[src/tpc_pkg.sv]
// types, status codes and crc helper shared by the tensor payload checker
package tpc_pkg;

    localparam logic [31:0] CRC_POLY       = 32'hEDB8_8320;
    localparam logic [31:0] CRC_ONES       = 32'hFFFF_FFFF;
    localparam logic signed [15:0] EXP_MIN = -16'sd300;
    localparam logic signed [15:0] EXP_MAX = 16'sd300;
    localparam logic [7:0] FORBIDDEN_CODE  = 8'h80;

    typedef logic [1:0] status_t;

    localparam status_t ST_OK       = 2'd0;
    localparam status_t ST_EXPONENT = 2'd1;
    localparam status_t ST_CODE     = 2'd2;
    localparam status_t ST_CRC      = 2'd3;

    localparam int REG_ADDR_BITS = 4;

    typedef logic [1:0] reg_index_t;

    localparam reg_index_t REG_EXP_GROUPS   = 2'd0;
    localparam reg_index_t REG_CODE_ELEMS   = 2'd1;
    localparam reg_index_t REG_EXPECTED_CRC = 2'd2;

    // reflected crc-32, one byte folded in, eight bit steps unrolled
    function automatic logic [31:0] crc_byte(input logic [31:0] crc, input logic [7:0] b);
        logic [31:0] c;
        c = crc ^ {24'd0, b};
        for (int k = 0; k < 8; k++)
        begin
            c = (c >> 1) ^ (CRC_POLY & {32{c[0]}});
        end
        return c;
    endfunction

endpackage

[src/tensor_payload_checker_top.sv]
// tensor payload checker: crc-32 and range checks over a streamed payload
//
//  channel | direction | handshake              | word
//  --------+-----------+------------------------+---------------------------------
//  in      | input     | in_valid / in_stall    | payload_byte, start_req
//  out     | output    | out_valid / out_stall  | status, computed_crc
//  cfg     | input     | apb psel/penable/...   | exponent_groups, code_elements,
//          |           |                        | expected_crc
//
// one word per cycle sustained while no held result blocks on out_stall; a word
// passes an input register, then the byte-wide crc update and checks land in
// the state and result registers, and the result register takes its last byte's result.
// reset sets config, valid and payload state, not the data registers; no clearing pass is needed.
// the input register takes one more word while a result waits on out_stall;
// after that in_stall holds until the result is taken.
module tensor_payload_checker_top
    import tpc_pkg::*;
#(
    parameter int COUNT_BITS = 32
)
(
    input  logic                     clk,
    input  logic                     rst_n,
    input  logic                     in_valid,
    output logic                     in_stall,
    input  logic [7:0]               payload_byte,
    input  logic                     start_req,
    output logic                     out_valid,
    input  logic                     out_stall,
    output logic [1:0]               status,
    output logic [31:0]              computed_crc,
    input  logic                     psel,
    input  logic                     penable,
    input  logic                     pwrite,
    input  logic [REG_ADDR_BITS-1:0] paddr,
    input  logic [31:0]              pwdata,
    output logic [31:0]              prdata,
    output logic                     pready
);

    localparam int SEEN_W = COUNT_BITS + 2;

    // configuration registers
    logic [31:0] exp_groups_reg;
    logic [31:0] code_elems_reg;
    logic [31:0] expected_crc_reg;

    // input stage
    logic       in_valid_reg;
    logic [7:0] in_byte_reg;
    logic       in_start_reg;

    // payload state
    logic [31:0]       crc_reg;
    logic [31:0]       crc_next;
    logic [SEEN_W-1:0] seen_reg;
    logic [SEEN_W-1:0] seen_next;
    logic [7:0]        low_byte_reg;
    logic [7:0]        low_byte_next;
    status_t           err_reg;
    status_t           err_next;
    logic              active_reg;

    // result register
    logic              out_valid_reg;
    status_t           status_reg;
    logic [31:0]       crc_out_reg;

    logic              cfg_write;
    reg_index_t        cfg_index;
    logic              advance;
    logic              live;
    logic [31:0]       base_crc;
    logic [SEEN_W-1:0] pos;
    status_t           base_err;
    logic [7:0]        base_low;
    logic [SEEN_W-1:0] exp_bytes;
    logic [SEEN_W-1:0] total;
    logic [SEEN_W-1:0] pos_inc;
    logic              is_exp;
    logic signed [15:0] exponent;
    status_t           found;
    logic              done;
    logic [31:0]       final_crc;
    status_t           final_status;

    assign cfg_write = psel && penable && pwrite;
    assign cfg_index = paddr[REG_ADDR_BITS-1:2];
    assign pready    = 1'b1;

    always_comb
    begin
        case (cfg_index)
            REG_EXP_GROUPS:   prdata = exp_groups_reg;
            REG_CODE_ELEMS:   prdata = code_elems_reg;
            REG_EXPECTED_CRC: prdata = expected_crc_reg;
            default:          prdata = 32'd0;
        endcase
    end

    // the processing step moves when the input register holds a word, unless a finished result is held back
    assign advance  = in_valid_reg && !(out_valid_reg && out_stall);
    assign in_stall = in_valid_reg && !advance;

    always_comb
    begin
        live      = in_start_reg || active_reg;
        base_crc  = in_start_reg ? CRC_ONES : crc_reg;
        pos       = in_start_reg ? '0 : seen_reg;
        base_err  = in_start_reg ? ST_OK : err_reg;
        base_low  = in_start_reg ? 8'd0 : low_byte_reg;

        exp_bytes = {1'b0, exp_groups_reg[COUNT_BITS-1:0], 1'b0};
        total     = exp_bytes + {2'b00, code_elems_reg[COUNT_BITS-1:0]};
        pos_inc   = pos + SEEN_W'(1);
        is_exp    = pos < exp_bytes;

        crc_next      = crc_byte(base_crc, in_byte_reg);
        low_byte_next = base_low;
        exponent      = {in_byte_reg, base_low};
        found         = ST_OK;
        if (is_exp)
        begin
            if (!pos[0])
            begin
                low_byte_next = in_byte_reg;
            end
            else if (exponent < EXP_MIN || exponent > EXP_MAX)
            begin
                found = ST_EXPONENT;
            end
        end
        else if (in_byte_reg == FORBIDDEN_CODE)
        begin
            found = ST_CODE;
        end

        // first error in stream order wins
        err_next  = (base_err == ST_OK) ? found : base_err;
        seen_next = pos_inc;
        done      = !(pos_inc < total);

        final_crc    = crc_next ^ CRC_ONES;
        final_status = err_next;
        if (err_next == ST_OK && final_crc != expected_crc_reg)
        begin
            final_status = ST_CRC;
        end
    end

    always_ff @(posedge clk or negedge rst_n)
    begin
        if (!rst_n)
        begin
            exp_groups_reg   <= 32'd1;
            code_elems_reg   <= 32'd1;
            expected_crc_reg <= 32'd0;
        end
        else if (cfg_write)
        begin
            case (cfg_index)
                REG_EXP_GROUPS:   exp_groups_reg   <= pwdata;
                REG_CODE_ELEMS:   code_elems_reg   <= pwdata;
                REG_EXPECTED_CRC: expected_crc_reg <= pwdata;
                default:          ;
            endcase
        end
    end

    always_ff @(posedge clk or negedge rst_n)
    begin
        if (!rst_n)
        begin
            in_valid_reg <= 1'b0;
        end
        else if (in_valid && !in_stall)
        begin
            in_valid_reg <= 1'b1;
        end
        else if (advance)
        begin
            in_valid_reg <= 1'b0;
        end
    end

    always_ff @(posedge clk)
    begin
        if (in_valid && !in_stall)
        begin
            in_byte_reg  <= payload_byte;
            in_start_reg <= start_req;
        end
    end

    always_ff @(posedge clk or negedge rst_n)
    begin
        if (!rst_n)
        begin
            crc_reg      <= CRC_ONES;
            seen_reg     <= '0;
            low_byte_reg <= 8'd0;
            err_reg      <= ST_OK;
            active_reg   <= 1'b0;
        end
        else if (advance && live)
        begin
            crc_reg      <= crc_next;
            seen_reg     <= seen_next;
            low_byte_reg <= low_byte_next;
            err_reg      <= err_next;
            active_reg   <= !done;
        end
    end

    always_ff @(posedge clk or negedge rst_n)
    begin
        if (!rst_n)
        begin
            out_valid_reg <= 1'b0;
        end
        else if (advance && live && done)
        begin
            out_valid_reg <= 1'b1;
        end
        else if (!out_stall)
        begin
            out_valid_reg <= 1'b0;
        end
    end

    always_ff @(posedge clk)
    begin
        if (advance && live && done)
        begin
            status_reg  <= final_status;
            crc_out_reg <= final_crc;
        end
    end

    assign out_valid    = out_valid_reg;
    assign status       = status_reg;
    assign computed_crc = crc_out_reg;

    // a new result only comes from a step that finished a payload
    a_result_from_step: assert property (@(posedge clk) disable iff (!rst_n)
        $rose(out_valid_reg) |-> $past(advance && live && done))
        else $error("result without a completing step");

    // a word outside any payload leaves no result behind
    a_idle_word_dropped: assert property (@(posedge clk) disable iff (!rst_n)
        (advance && !active_reg && !in_start_reg) |=> !out_valid_reg)
        else $error("idle word produced a result");

    // the input side only stalls behind a held result
    a_stall_cause: assert property (@(posedge clk) disable iff (!rst_n)
        in_stall |-> (in_valid_reg && out_valid_reg && out_stall))
        else $error("input stalled without a held result");

    // a completed payload always leaves the checker idle
    a_done_goes_idle: assert property (@(posedge clk) disable iff (!rst_n)
        (advance && live && done) |=> !active_reg)
        else $error("checker still active after completion");

endmodule
[config.mk]
export PLATFORM = sky130hd
export DESIGN_NAME = tensor_payload_checker_top
export DESIGN_NICKNAME = d
export VERILOG_FILES = /design/src/tpc_pkg.sv /design/src/tensor_payload_checker_top.sv
export SDC_FILE = /design/constraint.sdc
export NUM_CORES = 1
export LEC_CHECK = 0
export BUFFER_PORTS_ARGS = -buffer_cell sky130_fd_sc_hd__clkbuf_2
export CAP_MARGIN = 20
export CORE_UTILIZATION = 45
export DETAILED_ROUTE_END_ITERATION = 16
export PLACE_DENSITY = 0.65
export SETUP_SLACK_MARGIN = 0.15
export SLEW_MARGIN = 20
export SYNTH_ARGS = -nofsm -noshare
export SYNTH_HDL_FRONTEND = slang
export SYNTH_SLANG_ARGS = --single-unit
export TNS_END_PERCENT = 5
[constraint.sdc]
create_clock -name clk -period 5.25 [get_ports clk]
set_input_delay 1.05 -clock clk [delete_from_list [all_inputs] [get_ports clk]]
set_output_delay 1.05 -clock clk [all_outputs]
set_load 0.05 [all_outputs]
== Yosys cells after proc, flatten, opt, wreduce, memory -nomap -nowiden ==
Cells that the tools add are included.

* Register bits: 218
* Bits of input ports: 52
* Output and inout bits: 69
* Logic and storage cells: 73

* Add/subtract/negate cells: 2
* $lt $le $gt $ge: 4
* Eq/ne operators: 5
* Mux-type cells: 16
* Bitwise logic cells: 10
* Reductions and logical operators: 22

{| class="wikitable"
|+ Operators with widths
! cell !! number
|-
| $xor 31x32->32 || 8
|-
| $pmux 32 s3 || 1
|-
| $add 33x32->34 || 1
|-
| $add 34x1->34 const B || 1
|-
| $lt 34x33->1 || 1
|-
| $lt 34x34->1 || 1
|-
| $mux 34 || 1
|-
| $mux 32 || 1
|-
| $ne 32x32->1 || 1
|-
| $not 32->32 || 1
|-
| $xor 32x8->32 || 1
|-
| $mux 8 || 3
|-
| $gt 16x10->1 const B || 1
|-
| $lt 16x10->1 const B || 1
|-
| $mux 2 || 5
|-
| $logic_and 1x1->1 || 9
|-
| $eq 8x8->1 const B || 1
|-
| $logic_not 2->1 || 3
|-
| $reduce_and 2->1 || 3
|-
| $mux 1 || 5
|-
| $logic_not 1->1 || 4
|-
| $eq 2x1->1 const B || 1
|-
| $eq 2x2->1 const B || 1
|-
| $logic_or 1x1->1 || 2
|-
| other kinds (2) || 2
|}

== Longest topological paths before layout ==
Gate-level depths: netlist of run 1.

* Depth in word-level cells: 13
* Mapped depth: 22
* Gate-level depth less buffers: 20

== Worst setup path after synthesis of run 1 ==
No wires, ideal clock.

* Path kind: register to register
* Start point: reg in_start_reg
* End point: reg crc_out_reg[0] (netlist: computed_crc[0]) (enable)
* Library setup time: 0.425 ns
* Arrival time: 5.220 ns
* Data required time: 4.825 ns
* Setup slack: -0.395 ns
* Cell stages (with the launch flop): 22
* Path buffers: 2
* Period minus slack after synthesis: 5.645 ns
* Path through: edfxtp_1 -> buf_4 -> buf_2 -> nor2b_1 -> ha_1 -> and2_1 -> nand4_1 -> or3_1 -> nor4_1 -> and2_1 -> nand4_1 -> xor2_1 -> nor2_1 -> ha_1 -> a21o_1 -> a21o_1 -> a21o_1 -> a21o_1 -> a21o_1 -> a21oi_1 -> o31a_1 -> nor2_1

* Longest elaborated chain between the ends: 5
* Elaborated cells between the ends (all ways): 7
* Classes of those cells: 1 x add/sub; 1 x order compare; 1 x mux; 4 x reduce/logical

{| class="wikitable"
|+ Ends and longest elaborated chain
! element !! RTL line !! RTL
|-
| start: declaration || tensor_payload_checker_top.sv:51 || <nowiki>logic in_start_reg;</nowiki>
|-
| start signal: assignment || tensor_payload_checker_top.sv:191 || <nowiki>in_start_reg <= start_req;</nowiki>
|-
| $mux 34 || tensor_payload_checker_top.sv:109 || <nowiki>pos = in_start_reg ? '0 : seen_reg;</nowiki>
|-
| $add 34x1->34 || tensor_payload_checker_top.sv:115 || <nowiki>pos_inc = pos + SEEN_W'(1);</nowiki>
|-
| named net pos_inc[28] || tensor_payload_checker_top.sv:79 || <nowiki>logic [SEEN_W-1:0] pos_inc;</nowiki>
|-
| $lt 34x34->1 || tensor_payload_checker_top.sv:141 || <nowiki>done = !(pos_inc < total);</nowiki>
|-
| $logic_not 1->1 || tensor_payload_checker_top.sv:141 ||
|-
| $logic_and 1x1->1 || tensor_payload_checker_top.sv:233 || <nowiki>if (advance && live && done)</nowiki>
|-
| end signal: assignment || tensor_payload_checker_top.sv:236 || <nowiki>crc_out_reg <= final_crc;</nowiki>
|-
| end: declaration || tensor_payload_checker_top.sv:67 || <nowiki>logic [31:0] crc_out_reg;</nowiki>
|}

The timed path passes the listed nets, and every way through them passes these cells.
A chain may end at the register's enable or synchronous reset.

== Worst setup path in the final report of run 1 ==
* Start point: reg in_start_reg
* End point: reg crc_out_reg[11] (netlist: computed_crc[11]) (enable)

The elaborated chain is that of the path after synthesis.

==> impl_metrics.env, run 1 <==
export IMPL_p_per_area_nw_per_um2=529
export IMPL_hp_class="flip-flop to flip-flop"
export IMPL_grt_setup_unrepaired="no"
export IMPL_track_usage=0.236
export IMPL_largest_register_ffs=34
export IMPL_path_max_fanout=17
export IMPL_drive_gt1_frac=0.241
export IMPL_fp_dieH_um=182
export IMPL_syn_nets=1581
export IMPL_regToRegStartpoint="in_start_reg$_DFFE_PP_"
export IMPL_p_seq_frac=0.304
export IMPL_pwr_share_clk=0.215
export IMPL_first_global_vias=10700
export IMPL_leakagePower_nw=7.52
export IMPL_vias=11100
export IMPL_clockBufferDepth=3
export IMPL_synthArstFlopShare=0.803
export IMPL_max_vdd_ir_drop_v=0.000255
export IMPL_drt_iter0_markers=701
export IMPL_cts_clk_slew_worst_paths_ns=0.07
export IMPL_crit_path_end_kind="flip-flop"
export IMPL_min_path_cells=2
export IMPL_coreArea_um2=31700
export IMPL_synth_edff_count=43
export IMPL_synth_distinct_cells=88
export IMPL_wl_per_cell_um=19.7
export IMPL_period_needed_ns=4.96
export IMPL_power_w=0.00882
export IMPL_min_to="crc_reg[29]$_DFFE_PN1P_"
export IMPL_ys_seq_elements=218
export IMPL_finalHoldViolations=0
export IMPL_synth_top_area_share=0.243
export IMPL_nets=1695
export IMPL_cts_buffers=25
export IMPL_route_detailed_drc=0
export IMPL_multi_input_area_um2=8480
export IMPL_outcome="finished, final reports clean"
export IMPL_routed_wl_um=38800
export IMPL_yosysWarnings=0
export IMPL_cts_sinks=218
export IMPL_cts_root_buf="clkbuf_16"
export IMPL_critPathRequiredTime_ns=5.53
export IMPL_final_common_cell="nand2_1"
export IMPL_cts_tree="yes"
export IMPL_setup_viol=0
export IMPL_rows=65
export IMPL_avgViaCountPerCell=5.63
export IMPL_netlist_top_cells_area="dfrtp_1 24%, edfxtp_1 8.9%, ha_1 8.3%"
export IMPL_die_w_um=182
export IMPL_combPwrFrac=0.481
export IMPL_syn_avg_cell_area_um2=10.2
export IMPL_drv_slew=0
export IMPL_insertion_delay_ns=0.54
export IMPL_max_slew_margin=0.253
export IMPL_hold_buffers=0
export IMPL_worst_pin_slew_ns=1.12
export IMPL_placedInstanceArea_um2=15600
export IMPL_critPathArrivalTime_ns=5.25
export IMPL_ios=121
export IMPL_skew_ns=0.0140
export IMPL_gp_congestion=0.899
export IMPL_netSwitchingPower_w=0.00352
export IMPL_seq_area_frac_synth=0.393
export IMPL_antenna_found_initial=0
export IMPL_r2r_end="computed_crc[11]$_DFFE_PP_"
export IMPL_seq_area_um2=5710
export IMPL_fin_crit_sh=0.946
export IMPL_area_growth_pct=14.6
export IMPL_synth_cell_area_um2=14500
export IMPL_critical_path_class="flip-flop to flip-flop"
export IMPL_yosysTopAreaCell="dfrtp_1"
export IMPL_ant_nets=0
export IMPL_grt_max_degree=83
export IMPL_synthCells=1432
export IMPL_grt_ovfl_total=0
export IMPL_ys_flop_type="dfrtp_1"
export IMPL_crit_path_start_kind="flip-flop"
export IMPL_hp_start="crc_reg[29]$_DFFE_PN1P_"
export IMPL_cts_max_level=1
export IMPL_antennaDiodeCount=0
export IMPL_portBuffers=117
export IMPL_hpwl_um=29200
export IMPL_max_freq_mhz=201
export IMPL_fin_area_um2=16700
export IMPL_mostFrequentLayoutCells="152 x nand2_1, 141 x dfrtp_1, 136 x o21ai_0"
export IMPL_intPower_w=0.00530
export IMPL_p_sw_frac=0.399
export IMPL_dr_pass1_iters=5
export IMPL_dieArea_um2=33100
export IMPL_r2r_slack_ns=0.29
export IMPL_grt_pass1_wl_um=60600
export IMPL_worstRegToRegCells=22
export IMPL_max_cap_viol_count=0
export IMPL_start_util=0.459
export IMPL_fillers=2866
-- cell families after synthesis --
logic type | share of synthesized area
AOI/OAI and AO/OA | 0.126
other | 0.000258
buffers and inverters | 0.0348
muxes | 0.0960
xor gates and xnor gates | 0.136
DFF | 0.393
and+or+nand+nor | 0.130
adders and majority gates | 0.0839
-- cells in the mapped netlist, types with 6 or more instances --
cell / count
a21o_1: 30
a21oi_1: 49
a22o_1: 8
and2_1: 8
buf_1: 8
buf_2: 12
buf_4: 7
clkbuf_1: 38
dfrtp_1: 141
dfstp_2: 34
edfxtp_1: 43
ha_1: 96
inv_1: 47
mux2_2: 92
mux2i_1: 36
nand2_1: 152
nand2b_1: 10
nand3_1: 26
nand4_1: 22
nor2_1: 67
nor2b_1: 36
nor3_1: 16
nor4_1: 6
o211ai_1: 6
o21a_1: 9
o21ai_0: 137
o21bai_1: 9
or3_1: 7
xnor2_1: 115
xnor2_2: 7
xnor3_1: 12
xor2_1: 45
-- layout make-up --
type                       instances  share of cell area
sequential                       218               0.343
clock inverter                    14              0.0123
timing repair buffer             154              0.0537
tap                              402              0.0302
inverter                          50              0.0113
multi-input combinational       1097               0.509
clock buffer                      32              0.0410
-- power groups by stage --
stage | registers (W) | logic (W) | clock network (W)
6_report | 0.00268 | 0.00424 | 0.00190
5_1_grt | 0.00272 | 0.00465 | 0.00200
4_1_cts | 0.00268 | 0.00416 | 0.00194
3_5_place_dp | 0.00270 | 0.00414 | 0
3_3_place_gp | 0.00269 | 0.00408 | 0
2_1_floorplan | 0.00248 | 0.00327 | 0
-- how the worst max path moves through the flow --
| stage | startpoint | to | slack [ns] | cells after the start |
|---|---|---|---|---|
| after floorplan | in_start_reg$_DFFE_PP_ | computed_crc[0]$_DFFE_PP_ | 0.17 | 21 |
| after global placement | exp_groups_reg[0]$_DFFE_PN1P_ | computed_crc[5]$_DFFE_PP_ | 0.07 | 16 |
| after detailed placement | exp_groups_reg[0]$_DFFE_PN1P_ | computed_crc[15]$_DFFE_PP_ | -0.006 | 16 |
| after CTS | exp_groups_reg[0]$_DFFE_PN1P_ | computed_crc[7]$_DFFE_PP_ | 0.16 | 17 |
| after global routing | code_elems_reg[1]$_DFFE_PN0P_ | computed_crc[15]$_DFFE_PP_ | 0.13 | 23 |
| final | in_start_reg$_DFFE_PP_ | computed_crc[11]$_DFFE_PP_ | 0.29 | 22 |
-- critical path, cell delays in order, from the launching register on --
cell and delay, ns:
edfxtp_1 0.53, nor2b_2 0.20, ha_2 0.21, and2_4 0.16, nand4_1 0.19, or3_4 0.50
nor4_4 0.32, buf_4 0.17, and2_4 0.15, nand4_1 0.13, xor2_1 0.19, nor2_1 0.06
ha_1 0.33, a21o_1 0.17, a21o_1 0.18, a21o_1 0.17, a21o_1 0.17, a21o_1 0.17
a21oi_1 0.13, o31a_1 0.20, buf_12 0.14, nor2_4 0.04, buf_12 0.18
-- stage by stage --
| stage | cells | utilization | hold slack, ns | setup slack (ns) | setup TNS [ns] |
|---|---|---|---|---|---|
| 3_5_place_dp | 1913 | 0.491 | 0.475 | -0.00639 | -0.0903 |
| 4_1_cts | 1961 | 0.520 | 0.485 | 0.160 | 0 |
| 3_3_place_gp | 1913 | 0.491 | 0.469 | 0.0715 | 0 |
| 5_1_grt | 1967 | 0.526 | 0.507 | 0.127 | 0 |
| 6_report | 1967 | 0.526 | 0.487 | 0.286 | 0 |
| 2_1_floorplan | 1432 | - | 0.461 | 0.167 | 0 |
-- repair_timing --
item | CTS | global route
setup buffers | 1 | 6
pin swaps | 1 | 8
resized for setup | 1 | 28
gates cloned | 1 | 0
endpoints found under the setup margin | 34 | 36
-- routing by layer --
| layer | global-route usage | part of all wire | up-vias | routed length (um) |
|---|---|---|---|---|
| li1 | - | - | 5289 | - |
| met1 | 0.308 | 0.44 | 5458 | 17000 |
| met2 | 0.415 | 0.50 | 253 | 19300 |
| met3 | 0.0219 | 0.038 | 67 | 1490 |
| met4 | 0.0678 | 0.026 | 0 | 1020 |
| met5 | 0 | 0 | - | 0 |
No activity file was read; power rests on OpenSTA's default activity.
==> run 2, diff against run 1 <==
--- a/config.mk
+++ b/config.mk
@@ -9,7 +9,6 @@
 export CAP_MARGIN = 20
 export CORE_UTILIZATION = 45
 export DETAILED_ROUTE_END_ITERATION = 16
-export PLACE_DENSITY = 0.65
 export SETUP_SLACK_MARGIN = 0.15
 export SLEW_MARGIN = 20
 export SYNTH_ARGS = -nofsm -noshare
==> constraint.sdc (replaced) <==
create_clock -name clk -period 6.1 [get_ports clk]
set_input_delay 1.22 -clock clk [delete_from_list [all_inputs] [get_ports clk]]
set_output_delay 1.22 -clock clk [all_outputs]
set_load 0.05 [all_outputs]
==> run 2 against run 1 <==
Net effect:
- critical endpoint is now computed_crc[28]$_DFFE_PP_
- critical path depth is 3 lower
- clock power is 18% lower
- routed wire length down 0.48%
- sequential share of layout area up 0.73 points
- count of clock-buffer cells in the layout fell by 1
- non-clock buffer count shrank 22
- register-to-register slack gained 0.34 ns
- hold slack lost 0.0061 ns
- clock skew barely moved
- die area stayed put
- global-route usage shrank 0.20 points
- flip-flop and latch count unchanged
==> impl_metrics.env, run 2 (same netlist as run 1, synthesis figures left out) <==
export IMPL_outcome="finished, final reports clean"
export IMPL_pwr_share_clk=0.210
export IMPL_largest_register_ffs=34
export IMPL_dieArea_um2=33100
export IMPL_grt_pass1_wl_um=59900
export IMPL_setup_viol=0
export IMPL_grt_max_degree=86
export IMPL_portBuffers=117
export IMPL_fin_crit_sh=0.897
export IMPL_pre_cts_ws_ns=0.526
export IMPL_nets=1675
export IMPL_max_cap_viol_count=0
export IMPL_p_per_area_nw_per_um2=452
export IMPL_wl_per_cell_um=19.8
export IMPL_p_seq_frac=0.312
export IMPL_grt_setup_unrepaired="no"
export IMPL_crit_path_start_kind="flip-flop"
export IMPL_max_slew_margin=0.338
export IMPL_wl_met1_um=17000
export IMPL_grt_ovfl_total=0
export IMPL_route_detailed_drc=0
export IMPL_netSwitchingPower_w=0.00300
export IMPL_gp_congestion=0.885
export IMPL_avgViaCountPerCell=5.53
export IMPL_worst_pin_slew_ns=0.988
export IMPL_period_needed_ns=5.47
export IMPL_cts_max_level=1
export IMPL_coreArea_um2=31700
export IMPL_routed_wl_um=38600
export IMPL_insertion_delay_ns=0.54
export IMPL_cts_buffers=27
export IMPL_fp_dieH_um=182
export IMPL_max_freq_mhz=183
export IMPL_worstRegToRegCells=19
export IMPL_wl_met3_um=1730
export IMPL_mostFrequentLayoutCells="152 x nand2_1, 141 x dfrtp_1, 137 x o21ai_0"
export IMPL_path_max_fanout=17
export IMPL_dr_wl_met2_um=18800
export IMPL_clockBufferDepth=3
export IMPL_cts_tree="yes"
export IMPL_r2r_slack_ns=0.63
export IMPL_hold_buffers=0
export IMPL_track_usage=0.234
export IMPL_min_to="crc_reg[27]$_DFFE_PN1P_"
export IMPL_finalHoldViolations=0
export IMPL_min_path_cells=2
export IMPL_regToRegStartpoint="in_start_reg$_DFFE_PP_"
export IMPL_rows=65
export IMPL_critical_path_class="flip-flop to flip-flop"
export IMPL_setup_ws_ns=0.629
export IMPL_drive_gt1_frac=0.220
export IMPL_placedInstanceArea_um2=15500
export IMPL_final_common_cell="nand2_1"
export IMPL_skew_ns=0.0137
export IMPL_combPwrFrac=0.479
export IMPL_cts_sinks=218
export IMPL_die_w_um=182
export IMPL_ant_nets=0
export IMPL_leakagePower_nw=7.33
export IMPL_hpwl_um=29500
export IMPL_max_vdd_ir_drop_v=0.000244
export IMPL_ios=121
export IMPL_drt_iter0_markers=633
export IMPL_area_growth_pct=12.2
export IMPL_critPathArrivalTime_ns=5.70
export IMPL_hp_start="crc_reg[27]$_DFFE_PN1P_"
export IMPL_start_util=0.459
export IMPL_dr_pass1_iters=5
export IMPL_vias=10800
export IMPL_setup_tns_ns=0
export IMPL_hp_class="flip-flop to flip-flop"
export IMPL_cts_clk_slew_worst_paths_ns=0.06
export IMPL_topRoutingLayerUsed="met5"
export IMPL_antennaDiodeCount=0
export IMPL_p_sw_frac=0.406
export IMPL_first_global_vias=10500
export IMPL_crit_path_end_kind="flip-flop"
export IMPL_critPathRequiredTime_ns=6.33
export IMPL_r2r_end="computed_crc[28]$_DFFE_PP_"
export IMPL_drv_slew=0
export IMPL_intPower_w=0.00438
export IMPL_antenna_found_initial=1
export IMPL_cts_root_buf="clkbuf_16"
export IMPL_fin_area_um2=16300
run 2: cell types whose count changed in the layout (fill, tap and decap cells not counted), sizes merged:
cell	delta
buf	-23
clkinv	+7
bufinv	-3
inv	+1
run 2: critical path: stages, from the launching register on:
cell,delay [ns]
edfxtp_1,0.66
nor2b_1,0.29
ha_1,0.21
and2_1,0.19
nand4_1,0.25
or3_1,0.52
nor4_2,0.44
and2_1,0.23
nand4_1,0.17
xor2_1,0.17
nor2_1,0.06
ha_1,0.34
a21o_1,0.17
a21o_1,0.17
a21o_1,0.17
a21o_1,0.18
a21o_1,0.17
a21oi_1,0.13
o31a_1,0.36
nor2_2,0.25
run 2: stage by stage:
step | util | hold WS [ns] | std cells | total power [W]
floorplan | - | 0.461 | 1432 | 0.00494
global route | 0.515 | 0.509 | 1949 | 0.00785
finish | 0.515 | 0.481 | 1949 | 0.00738
CTS | 0.514 | 0.483 | 1948 | 0.00742
global placement | 0.487 | 0.469 | 1898 | 0.00580
detailed placement | 0.487 | 0.474 | 1898 | 0.00585
run 2: power groups by stage:
stage	clock network (W)	logic, W	registers (W)
floorplan	0	0.00281	0.00213
global placement	0	0.00348	0.00232
detailed placement	0	0.00353	0.00233
CTS	0.00158	0.00354	0.00230
global route	0.00163	0.00388	0.00234
finish	0.00155	0.00353	0.00230
run 2: worst max-delay path by stage:
stage                                       from                    endpoint  slack [ns]  cells past startpoint
after floorplan           in_start_reg$_DFFE_PP_   computed_crc[0]$_DFFE_PP_        0.45                     21
after global placement    in_start_reg$_DFFE_PP_   computed_crc[9]$_DFFE_PP_        0.59                     19
after detailed placement  in_start_reg$_DFFE_PP_  computed_crc[15]$_DFFE_PP_        0.53                     19
after CTS                 in_start_reg$_DFFE_PP_  computed_crc[14]$_DFFE_PP_        0.48                     19
after global routing      in_start_reg$_DFFE_PP_  computed_crc[28]$_DFFE_PP_        0.25                     19
final                     in_start_reg$_DFFE_PP_  computed_crc[28]$_DFFE_PP_        0.63                     19
run 2: what timing repair did:
action / CTS / global route
hold endpoints to repair: 0 / 0
gates resized for setup: 0 / 1
setup endpoints to repair: 0 / 34
setup buffers: 0 / 0
run 2: layer usage:
metal / track usage / vias to the layer above
met4: 0.0685 / 2
met1: 0.299 / 5235
met5: 0 / -
met2: 0.404 / 216
li1: - / 5273
met3: 0.0395 / 58
run 2: cell type report:
class / instances / area (um^2)
multi-input combinational: 1097 / 8360
inverter: 50 / 188
fill: 2910 / 15400
sequential: 218 / 5710
clock inverter: 19 / 159
timing repair buffer: 132 / 707
clock buffer: 31 / 691
tap: 402 / 503
